[src/rtl/matrix_keypad_scanner_macros.svh]
// Assertion helpers for the keypad scanner.
// All of them sample on clk and stay quiet while rst_n is low.
`ifndef MATRIX_KEYPAD_SCANNER_MACROS_SVH
`define MATRIX_KEYPAD_SCANNER_MACROS_SVH

// Same-cycle implication.
`define MKS_ASSERT_IMPL(lbl, ante, cons, msg) \
  lbl: assert property (@(posedge clk) disable iff (!rst_n) (ante) |-> (cons)) \
    else $error(msg);

// Next-cycle implication.
`define MKS_ASSERT_NEXT(lbl, ante, cons, msg) \
  lbl: assert property (@(posedge clk) disable iff (!rst_n) (ante) |=> (cons)) \
    else $error(msg);

`endif

[src/rtl/mks_pkg.sv]
`default_nettype none
package mks_pkg;

  localparam int NUM_COLUMNS = 3;
  localparam int NUM_ROWS    = 4;

  localparam int COL_W = (NUM_COLUMNS > 1) ? $clog2(NUM_COLUMNS) : 1;

  localparam int ROW_LINES   = 4;   // physical row inputs
  localparam int MAP_COLUMNS = 3;   // columns covered by the key map
  localparam int TICK_W      = 8;
  localparam int CODE_W      = 7;
  localparam int DRIVE_W     = 3;

  localparam logic [TICK_W-1:0] DEFAULT_TICKS = 8'd50;
  localparam logic [TICK_W-1:0] TICK_MAX      = 8'hFF;

  localparam logic [CODE_W-1:0] CODE_ZERO = 7'h30;
  localparam logic [CODE_W-1:0] CODE_NINE = 7'h39;
  localparam logic [CODE_W-1:0] CODE_STAR = 7'h2A;
  localparam logic [CODE_W-1:0] CODE_HASH = 7'h23;

  // configuration register indexes
  typedef enum logic [0:0] {
    REG_PRESS_TICKS   = 1'b0,
    REG_RELEASE_TICKS = 1'b1
  } cfg_reg_t;

  // per-row debounce status after the current tick
  typedef struct packed {
    logic pressed;
    logic press_evt;
    logic release_evt;
    logic busy;
  } row_status_t;

  // ASCII code of key at (row, column) within the 4x3 map
  function automatic logic [CODE_W-1:0] key_code_of(input logic [1:0] row,
                                                    input logic [1:0] col);
    logic [CODE_W-1:0] code;
    code = CODE_ZERO;
    case (row)
      2'd0: code = CODE_ZERO + 7'(col) + 7'd1;
      2'd1: code = CODE_ZERO + 7'(col) + 7'd4;
      2'd2: code = (col == 2'd2) ? CODE_NINE : CODE_ZERO + 7'(col) + 7'd7;
      2'd3: begin
        case (col)
          2'd0:    code = CODE_STAR;
          2'd1:    code = CODE_ZERO;
          default: code = CODE_HASH;
        endcase
      end
      default: code = CODE_ZERO;
    endcase
    return code;
  endfunction

endpackage
`default_nettype wire

[src/rtl/mks_row_debounce.sv]
`default_nettype none
module mks_row_debounce
  import mks_pkg::*;
(
  input  wire logic              clk,
  input  wire logic              rst_n,
  input  wire logic              tick,
  input  wire logic              low,
  input  wire logic [TICK_W-1:0] p_need,
  input  wire logic [TICK_W-1:0] r_need,
  output row_status_t            status
);

  logic              pressed_r, pressed_nxt;
  logic [TICK_W-1:0] pcnt_r, pcnt_nxt;
  logic [TICK_W-1:0] rcnt_r, rcnt_nxt;
  logic [TICK_W-1:0] pcnt_inc, rcnt_inc;
  logic              press_evt, release_evt;

  // saturating increments
  assign pcnt_inc = (pcnt_r == TICK_MAX) ? pcnt_r : pcnt_r + 8'd1;
  assign rcnt_inc = (rcnt_r == TICK_MAX) ? rcnt_r : rcnt_r + 8'd1;

  always_comb begin
    pressed_nxt = pressed_r;
    pcnt_nxt    = pcnt_r;
    rcnt_nxt    = rcnt_r;
    press_evt   = 1'b0;
    release_evt = 1'b0;
    if (low) begin
      rcnt_nxt = '0;
      if (!pressed_r) begin
        if (pcnt_inc >= p_need) begin
          pcnt_nxt    = '0;
          pressed_nxt = 1'b1;
          press_evt   = 1'b1;
        end else begin
          pcnt_nxt = pcnt_inc;
        end
      end
    end else begin
      pcnt_nxt = '0;
      if (pressed_r) begin
        if (rcnt_inc >= r_need) begin
          rcnt_nxt    = '0;
          pressed_nxt = 1'b0;
          release_evt = 1'b1;
        end else begin
          rcnt_nxt = rcnt_inc;
        end
      end else begin
        rcnt_nxt = '0;
      end
    end
  end

  assign status.pressed     = pressed_nxt;
  assign status.press_evt   = press_evt;
  assign status.release_evt = release_evt;
  assign status.busy        = (!pressed_nxt && pcnt_nxt != '0) ||
                              (pressed_nxt && rcnt_nxt != '0);

  always_ff @(posedge clk) begin
    if (!rst_n) begin
      pressed_r <= 1'b0;
      pcnt_r    <= '0;
      rcnt_r    <= '0;
    end else if (tick) begin
      pressed_r <= pressed_nxt;
      pcnt_r    <= pcnt_nxt;
      rcnt_r    <= rcnt_nxt;
    end
  end

endmodule
`default_nettype wire

[src/rtl/matrix_keypad_scanner.sv]
`default_nettype none
// Channel | Dir | Ports                          | Payload
// in      | in  | in_tvalid/in_tready/in_tdata   | row_levels, one per 1 ms tick
// out     | out | out_tvalid/out_tready/out_tdata| column_drive, key_event, key_code
// cfg     | in  | cfg_we/cfg_addr/cfg_wdata      | press_ticks, release_ticks
//
// One tick transaction per clock while in_tready is high; each one yields exactly one result transaction.
// Per-row debounce counters, column logic and the result register all update at the
// input accept edge; the result is offered on out_* from the next cycle.
// Stalls: in_tready follows the output register (free, or being drained this cycle).
// Reset (rst_n low, synchronous): column 0, all rows released, counters zero,
// thresholds back to 50 ticks, key code zero.
`include "matrix_keypad_scanner_macros.svh"
module matrix_keypad_scanner
  import mks_pkg::*;
(
  input  wire logic        clk,
  input  wire logic        rst_n,
  // in_tdata: [3:0] row_levels (active low), [7:4] zero
  input  wire logic        in_tvalid,
  output logic             in_tready,
  input  wire logic [7:0]  in_tdata,
  // out_tdata: [2:0] column_drive, [3] key_event, [10:4] key_code, [15:11] zero
  output logic             out_tvalid,
  input  wire logic        out_tready,
  output logic [15:0]      out_tdata,
  input  wire logic        cfg_we,
  input  wire logic [0:0]  cfg_addr,
  input  wire logic [7:0]  cfg_wdata
);

  logic              in_accept;
  logic [TICK_W-1:0] press_ticks_r, release_ticks_r;
  logic [TICK_W-1:0] p_need, r_need;
  logic [COL_W-1:0]  col_r, col_nxt, col_cur;
  logic              hold_r, hold_nxt;
  logic [CODE_W-1:0] code_r, code_nxt;
  logic              busy_any, press_any;
  logic [NUM_ROWS-1:0] row_low;
  row_status_t       row_st [NUM_ROWS];
  logic              out_valid_r;
  logic [15:0]       out_data_r;
  logic [DRIVE_W-1:0] drive;

  // single output register: accept when it is empty or being taken now
  assign in_tready = !out_valid_r || out_tready;
  assign in_accept = in_tvalid && in_tready;

  // a zero threshold behaves like one
  assign p_need = (press_ticks_r == '0)   ? 8'd1 : press_ticks_r;
  assign r_need = (release_ticks_r == '0) ? 8'd1 : release_ticks_r;

  // configuration writes
  always_ff @(posedge clk) begin
    if (!rst_n) begin
      press_ticks_r   <= DEFAULT_TICKS;
      release_ticks_r <= DEFAULT_TICKS;
    end else if (cfg_we) begin
      case (cfg_reg_t'(cfg_addr))
        REG_PRESS_TICKS:   press_ticks_r   <= cfg_wdata;
        REG_RELEASE_TICKS: release_ticks_r <= cfg_wdata;
        default: ;
      endcase
    end
  end

  // per-row debounce; rows past the physical lines never read low
  for (genvar r = 0; r < NUM_ROWS; r++) begin : g_row
    if (r < ROW_LINES) begin : g_line
      assign row_low[r] = !in_tdata[r];
    end else begin : g_none
      assign row_low[r] = 1'b0;
    end
    mks_row_debounce u_row (
      .clk    (clk),
      .rst_n  (rst_n),
      .tick   (in_accept),
      .low    (row_low[r]),
      .p_need (p_need),
      .r_need (r_need),
      .status (row_st[r])
    );
  end

  // out-of-range column index folds back to the first column
  assign col_cur = (32'(col_r) >= NUM_COLUMNS) ? '0 : col_r;

  // rows resolve in ascending order: the last row with a press or release
  // decides the shared hold, the highest row with a new press decides the code
  always_comb begin
    hold_nxt  = hold_r;
    code_nxt  = code_r;
    busy_any  = 1'b0;
    press_any = 1'b0;
    for (int r = 0; r < NUM_ROWS; r++) begin
      if (row_st[r].press_evt) begin
        hold_nxt  = 1'b1;
        press_any = 1'b1;
        if (r < ROW_LINES && 32'(col_cur) < MAP_COLUMNS)
          code_nxt = key_code_of(2'(r), 2'(col_cur));
      end
      if (row_st[r].release_evt) hold_nxt = 1'b0;
      if (row_st[r].busy) busy_any = 1'b1;
    end
  end

  // column advances only when idle: no hold and nothing mid-debounce
  always_comb begin
    col_nxt = col_cur;
    if (!hold_nxt && !busy_any) begin
      col_nxt = (col_cur == COL_W'(NUM_COLUMNS - 1)) ? '0 : col_cur + 1'b1;
    end
  end

  // one low bit selects the column; columns past the drive width are all ones
  always_comb begin
    if (32'(col_nxt) >= DRIVE_W) drive = '1;
    else                         drive = ~(3'b001 << col_nxt);
  end

  always_ff @(posedge clk) begin
    if (!rst_n) begin
      col_r  <= '0;
      hold_r <= 1'b0;
      code_r <= '0;
    end else if (in_accept) begin
      col_r  <= col_nxt;
      hold_r <= hold_nxt;
      code_r <= code_nxt;
    end
  end

  // result register
  always_ff @(posedge clk) begin
    if (!rst_n) begin
      out_valid_r <= 1'b0;
    end else if (in_accept) begin
      out_valid_r <= 1'b1;
    end else if (out_tready) begin
      out_valid_r <= 1'b0;
    end
  end

  always_ff @(posedge clk) begin
    if (in_accept) out_data_r <= {5'd0, code_nxt, press_any, drive};
  end

  assign out_tvalid = out_valid_r;
  assign out_tdata  = out_data_r;

  // checks
  `MKS_ASSERT_NEXT(a_result_follows, in_accept, out_tvalid, "tick without result")
  `MKS_ASSERT_NEXT(a_press_holds, in_accept && hold_nxt, hold_r, "hold not registered")
  `MKS_ASSERT_NEXT(a_col_idle, !in_accept, $stable(col_r), "column moved without tick")
  `MKS_ASSERT_IMPL(a_drive_one_low, out_tvalid && (out_tdata[3] == 1'b1),
                   $onehot(~out_tdata[2:0]), "event without a single driven column")

endmodule
`default_nettype wire
[config.mk]
export PLATFORM = sky130hd
export DESIGN_NAME = matrix_keypad_scanner
export DESIGN_NICKNAME = d
export VERILOG_FILES = /design/src/rtl/mks_pkg.sv /design/src/rtl/mks_row_debounce.sv /design/src/rtl/matrix_keypad_scanner.sv
export VERILOG_INCLUDE_DIRS = /design/src /design/src/rtl
export SDC_FILE = /design/constraint.sdc
export NUM_CORES = 1
export LEC_CHECK = 0
export CAP_MARGIN = 20
export CORE_UTILIZATION = 60
export DETAILED_ROUTE_END_ITERATION = 10
export DONT_BUFFER_PORTS = 1
export GPL_TIMING_DRIVEN = 0
export PLACE_DENSITY = 0.76
export SYNTH_ARGS = -nofsm -noshare
export SYNTH_HDL_FRONTEND = slang
export SYNTH_SLANG_ARGS = --single-unit
[constraint.sdc]
create_clock -name clk -period 4.4 [get_ports clk]
set_input_delay 0.22 -clock clk [delete_from_list [all_inputs] [get_ports clk]]
set_output_delay 0.22 -clock clk [all_outputs]
set_load 0.01 [all_outputs]
## Word-level counts from Yosys, hierarchy flattened

Index checks and enable logic that the tools add are counted.

- Register bits: 106
- Input bits: 22
- Output and inout port bits: 18
- Word-level logic and storage cells: 197

- Add/subtract/negate cells: 13
- Magnitude comparators: 11
- Equality and inequality tests: 10
- Shift-type cells: 1
- Multiplexer cells: 102
- Bitwise gates (word level): 2
- Reduce and logical (&&, ||, !) cells: 37

Operators by type and width:

| operator | number |
|---|---|
| 8-bit 2-to-1 mux | 34 |
| 8-bit by 1-bit adder with 8-bit output (second input constant) | 8 |
| 8-bit equality test (second input constant) | 8 |
| 8-bit >= comparator | 8 |
| 8-bit nonzero test | 8 |
| 7-bit 2-to-1 mux | 9 |
| 1-bit 2-to-1 mux | 55 |
| 8-bit logical NOT | 2 |
| 7-bit by 3-bit adder with 7-bit output (second input constant) | 2 |
| 1-bit logical AND | 10 |
| 5-bit case mux with 2 select lines | 1 |
| 6-bit by 2-bit adder with 7-bit output (first input constant) | 1 |
| 7-bit by 1-bit adder with 7-bit output (second input constant) | 1 |
| 1-bit logical NOT | 7 |
| 2-bit 2-to-1 mux | 3 |
| 1-bit logical OR | 5 |
| 2-bit >= comparator (second input constant) | 2 |
| 2-bit AND reduction | 2 |
| 3-bit NOT | 1 |
| 3-bit OR reduction | 1 |
| 1-bit by 2-bit << shifter with 3-bit output (first input constant) | 1 |
| 2-bit by 1-bit adder with 2-bit output (second input constant) | 1 |
| 2-bit by 1-bit equality test with 1-bit output (second input constant) | 1 |
| 2-bit equality test (second input constant) | 1 |
| 4 further kinds | 4 |

## Logic depth before layout (Yosys ltp)

- Depth after elaboration: 19
- Depth in mapped cells: 17
- Gate-level depth less buffers: 16

## Cells and area by module

A second synthesis with hierarchy kept.

- Cells, all modules: 1,127
- Area, all modules: 8,712.1 um2

Modules (own cells, without submodules):

| module | instances | cells each | area each (um2) | sequential area each (um2) |
|---|---|---|---|---|
| mks_row_debounce | 4 | 228 | 1,710.4 | 340.3 |
| matrix_keypad_scanner | 1 | 215 | 1,870.5 | 870.8 |

## Worst setup path before layout

OpenSTA, ideal clock, no wires.

- Path kind: register to register
- Start: register g_row[3].u_row.pcnt_r[0]
- End: register out_data_r[1], in the netlist out_tdata[1] (data pin)
- Library setup time: 0.260 ns
- Arrival time: 3.735 ns
- Data required time: 4.140 ns
- Path slack: 0.405 ns
- Stages on the path, launching flop included: 15
- Buffers on the path: 1
- Clock period less this slack: 3.995 ns
- Cell sequence: dfxtp_1 -> ha_1 -> nand2_1 -> nor3_1 -> mux2_2 -> ha_1 -> a21oi_1 -> o221ai_1 -> a31o_2 -> clkbuf_1 -> nand2_1 -> nand2b_1 -> o21a_1 -> or3b_4 -> mux2_2

- Word-level cells in the longest chain between the ends: 15
- Elaborated cells between the ends (all ways): 27
- Those cells by class: add/sub (1); order compare (2); eq/ne (1); shift (1); mux (13); bitwise (1); reduce/logical (8)

RTL lines:

| item | line | source |
|---|---|---|
| start: declaration | mks_row_debounce.sv:15 | `logic [TICK_W-1:0] pcnt_r, pcnt_nxt;` |
| start signal: assignment | mks_row_debounce.sv:70 | `pcnt_r <= pcnt_nxt;` |
| 8-bit by 1-bit adder with 8-bit output / 8-bit equality test (equally long branches) | mks_row_debounce.sv:21 | `assign pcnt_inc = (pcnt_r == TICK_MAX) ? pcnt_r : pcnt_r + 8'd1;` |
| 8-bit 2-to-1 mux | mks_row_debounce.sv:21 |  |
| 8-bit >= comparator | mks_row_debounce.sv:33 | `if (pcnt_inc >= p_need) begin` |
| 8-bit 2-to-1 mux / 1-bit 2-to-1 mux (equally long branches) | mks_row_debounce.sv:33 |  |
| 8-bit 2-to-1 mux / 1-bit 2-to-1 mux (equally long branches) | mks_row_debounce.sv:32 | `if (!pressed_r) begin` |
| 8-bit 2-to-1 mux / 1-bit 2-to-1 mux (equally long branches) | mks_row_debounce.sv:30 | `if (low) begin` |
| 8-bit nonzero test / 1-bit logical NOT (equally long branches) | mks_row_debounce.sv:60 | `assign status.busy = (!pressed_nxt && pcnt_nxt != '0) \|\|` |
| 1-bit logical AND | mks_row_debounce.sv:60 |  |
| 1-bit logical OR | mks_row_debounce.sv:60 |  |
| 1-bit 2-to-1 mux | matrix_keypad_scanner.sv:103 | `if (row_st[r].busy) busy_any = 1'b1;` |
| 1-bit logical NOT | matrix_keypad_scanner.sv:110 | `if (!hold_nxt && !busy_any) begin` |
| 1-bit logical AND (*) | matrix_keypad_scanner.sv:110 |  |
| 2-bit 2-to-1 mux (*) | matrix_keypad_scanner.sv:110 |  |
| branches (longest 2 deep; another with 2-bit >= comparator) | -- |  |
| end signal: assignment | matrix_keypad_scanner.sv:145 | `if (in_accept) out_data_r <= {5'd0, code_nxt, press_any, drive};` |
| end: declaration | matrix_keypad_scanner.sv:42 | `logic [15:0] out_data_r;` |

Every way passes the cells marked *.
A chain may end at the register's enable or synchronous reset.

## Final worst setup path

- Start: register g_row[0].u_row.pcnt_r[1]
- End: register out_data_r[1], in the netlist out_tdata[1] (data pin)

- Word-level cells in the longest chain between the ends: 19
- Elaborated cells between the ends (all ways): 36
- Those cells by class: add/sub (1); order compare (2); eq/ne (1); shift (1); mux (22); bitwise (1); reduce/logical (8)

RTL lines:

| item | line | source |
|---|---|---|
| start: declaration | mks_row_debounce.sv:15 |  |
| start signal: assignment | mks_row_debounce.sv:70 |  |
| 8-bit by 1-bit adder with 8-bit output / 8-bit equality test (equally long branches) | mks_row_debounce.sv:21 |  |
| 8-bit 2-to-1 mux | mks_row_debounce.sv:21 |  |
| 8-bit >= comparator | mks_row_debounce.sv:33 |  |
| 1-bit 2-to-1 mux | mks_row_debounce.sv:33 |  |
| 1-bit 2-to-1 mux | mks_row_debounce.sv:32 |  |
| 1-bit 2-to-1 mux | mks_row_debounce.sv:30 |  |
| 1-bit 2-to-1 mux | matrix_keypad_scanner.sv:96 | `if (row_st[r].press_evt) begin` |
| 1-bit 2-to-1 mux | matrix_keypad_scanner.sv:102 | `if (row_st[r].release_evt) hold_nxt = 1'b0;` |
| [... 2 more ...] | -- |  |
| 1-bit 2-to-1 mux | matrix_keypad_scanner.sv:96 |  |
| 1-bit 2-to-1 mux | matrix_keypad_scanner.sv:102 |  |
| 1-bit 2-to-1 mux | matrix_keypad_scanner.sv:96 |  |
| 1-bit 2-to-1 mux | matrix_keypad_scanner.sv:102 |  |
| 1-bit logical NOT | matrix_keypad_scanner.sv:110 |  |
| 1-bit logical AND (*) | matrix_keypad_scanner.sv:110 |  |
| 2-bit 2-to-1 mux (*) | matrix_keypad_scanner.sv:110 |  |
| branches (longest 2 deep; another with 2-bit >= comparator) | -- |  |

Marks and branches as above.

==> run metrics <==
total CTS buffers=9; die height=roughly 120 µm; grt total ovfl=0; Starting Density=61.99%; vias post-DR=around 7,700; CP dominant cell by count=mux2_2; Root Driver=clkbuf_16; ant diodes=0; share of layout cells above drive strength 1=8.968%; worst vdd ir=roughly 0.26 mV; Hold Violations, Final=0; first-pass GRT wire length=34,270 µm; DR WL/cell=18.11 µm; met2 routed WL=10,160 µm; Syn Area/Cell=7.816 µm²; Placement Cell Area=0.008090 mm²; Mapped Area=0.007855 mm²; ys flop type=dfxtp_1; Synth warnings=0; core footprint=0.01267 mm²; Worst-path clk slew=0.08 ns; commonest cells in the netlist=nand2_1 (111), dfxtp_1 (95), ha_1 (67), a21oi_1 (64), nor2_1 (63); Final Instance Area=0.008666 mm²; Startpoint Class=flip-flop; Post-DRT Antenna Nets=0; worst path cell trace=ha_2, and4_1, nand4_1, mux2_2, ha_1, a21o_1, a41oi_1, nand3_1, or2_2, o22ai_1, or4_4, or3b_4, mux2_2; met3 wire length=1606 µm; Leakage=~3.5 nW; CP max stage delay=0.60 ns; final setup fails=0; Synth cell types=75; Routed Wire Length=21,890 µm; drt first pass iters=7; Worst Clk Skew=around 0.0086 ns; WP buf/inv=0; top post-synthesis cells by area=dfxtp_1 (24%), ha_1 (11%), nand2_1 (5.3%); post-layout minimum cycle time=4.247 ns; post-synthesis sequential area ratio=28.42%; fin crit share=between 90% and 100%; top layer in use=met4; Worst Path Required=4.52 ns; drt via density=6.343; largest net degree at the start of global routing=21; worst hold slack=0.009373 ns; leading area contributor after synthesis=dfxtp_1; vias in the first global route=6,757; Syn-to-layout area delta=10.32%; Async SR Flop Fraction=0%; Setup TNS=0 ns; max-cap viol count=0; area share of the largest cell type after synthesis=24.21%; Pwr per Cell Area=248.7 mW/mm²; CTS tree=built; top-count cell post-synth=nand2_1; clk_lat worst skew=0.36 ns; CTS Buffer Depth=2; fin nets=1,121; Post-Synthesis Cells=1,005; Port Buf Inserts=0; total power=2.155 mW; initial antenna violation count=0; CP delay by family, top=simple AND/OR/NAND/NOR gates; DRC=0; worst hold path class=in -> reg; Crit-path slowest cell=or4_4; Core Util, Final=68.39%; Crit Path Class=reg -> reg; H-Tree Depth=3; Die Width=116.4 µm; Worst Setup End Kind=flip-flop; Non-Filler Instances=1,209; CTS Sinks=106; outcome=complete, no violations; Slew Viols, Final=0; Core Rows=41; worst slew pin tran=0.8019 ns; Max Freq=235.5 MHz; top-level port count=40; 1st-iter DRT viols=686; Die Area=0.01355 mm²; worst setup margin=0.1534 ns; slew margin rel.=a little under half; GRT Total Usage=33.13%; arrival time worst endpoint=4.37 ns; largest fanout on the critical path=6; routability cong.=0.9274; DP HPWL=15,950 µm; Post-synth EDFFs=11; met1 wire length=9346 µm; Seq cells post-synth=106; cell count after placement=about 1,200; Place WS=-0.2860 ns
[sequential cells by signal (all words and copies together), names as in the netlist]
register and flops:
g_row.u_row.rcnt_r 32, release_ticks_r 8, col_r 2, hold_r 1
g_row.u_row.pcnt_r 32, code_r 7, out_tvalid 1, g_row.u_row.pressed_r 4
out_tdata 11, press_ticks_r 8
[final cells by class]
cell class,instances,area [µm²]
repair buffers,17,152.6
inverters,34,127.6
well taps,172,215.2
fillers,1079,4005
multi-input cells,805,5353
clock buffers,10,229.0
flip-flops and latches,106,2238
plain buffers,59,259.0
clock inverters,6,91.34
[worst reg2reg max path, cell delays in order (launching register included)]
cell,delay [ns]
dfxtp_1,0.43
ha_2,0.28
and4_1,0.28
nand4_1,0.26
mux2_2,0.38
ha_1,0.29
a21o_1,0.13
a41oi_1,0.17
nand3_1,0.22
or2_2,0.18
o22ai_1,0.12
or4_4,0.60
or3b_4,0.40
mux2_2,0.27
[what timing repair did]
action,4_1_cts,5_1_grt
setup endpoints to repair,4,5
pin swaps,0,3
endpoints found under the hold margin,10,1
setup buffers,4,3
hold buffers,7,1
resized for setup,6,23
[final timing paths]
kind                                         start                             to  slack [ns]  depth (start not counted)
min                                   cfg_wdata[3]  press_ticks_r[3]$_SDFFE_PN0P_       0.009                          2
max          g_row[0].u_row.pcnt_r[1]$_SDFFE_PN0P_     out_tdata[1]$_SDFFCE_PP1P_        0.15                         13
max reg2reg  g_row[0].u_row.pcnt_r[1]$_SDFFE_PN0P_     out_tdata[1]$_SDFFCE_PP1P_        0.15                         13
min reg2reg                 code_r[6]$_SDFFE_PN0P_         code_r[6]$_SDFFE_PN0P_        0.43                          2
[layer usage]
metal  vias up  GRT usage [%]
met5         -              0
met4         0          15.56
met3        73          7.369
met2       330          53.93
met1      3528          41.63
li1       3738              -
[layout by cell type (no fill, tap or decap), types with 6 or more instances in the layout]
| cell | n |
|---|---|
| a31oi_1 | 25 |
| a21o_1 | 12 |
| xor2_1 | 8 |
| xnor2_1 | 12 |
| nand4_1 | 10 |
| a32oi_1 | 6 |
| and3_1 | 17 |
| a21boi_0 | 30 |
| and2_1 | 15 |
| nor2_1 | 62 |
| dlygate4sd3_1 | 8 |
| mux2_2 | 15 |
| a22oi_1 | 25 |
| nor2b_1 | 38 |
| o211ai_1 | 10 |
| nor4_1 | 13 |
| nand3_1 | 51 |
| o21ai_0 | 58 |
| edfxtp_1 | 11 |
| inv_1 | 34 |
| a21oi_1 | 63 |
| o21a_1 | 10 |
| buf_4 | 12 |
| dfxtp_1 | 90 |
| clkbuf_1 | 45 |
| and4_1 | 7 |
| buf_2 | 7 |
| nor3_1 | 21 |
| nand2b_1 | 13 |
| nand2_1 | 110 |
| ha_1 | 62 |
| clkbuf_16 | 9 |
[where the power goes]
| group | switching, mW | internal (mW) | leakage, nW |
|---|---|---|---|
| Sequential | 0.0202 | 0.998 | 0.879 |
| Combinational | 0.157 | 0.0875 | 2.42 |
| Clock | 0.390 | 0.503 | 0.157 |
[logic make-up after synthesis]
group / synth area share (%)
adder cells (fa/ha/maj): 11.05
AO/OA/AOI/OAI: 24.79
buffers and inverters: 5.161
flip-flops: 28.42
other: 0.04774
AND/OR/NAND/NOR: 25.65
multiplexers: 2.660
XOR/XNOR: 2.230
No activity file was read; power rests on OpenSTA's default activity.
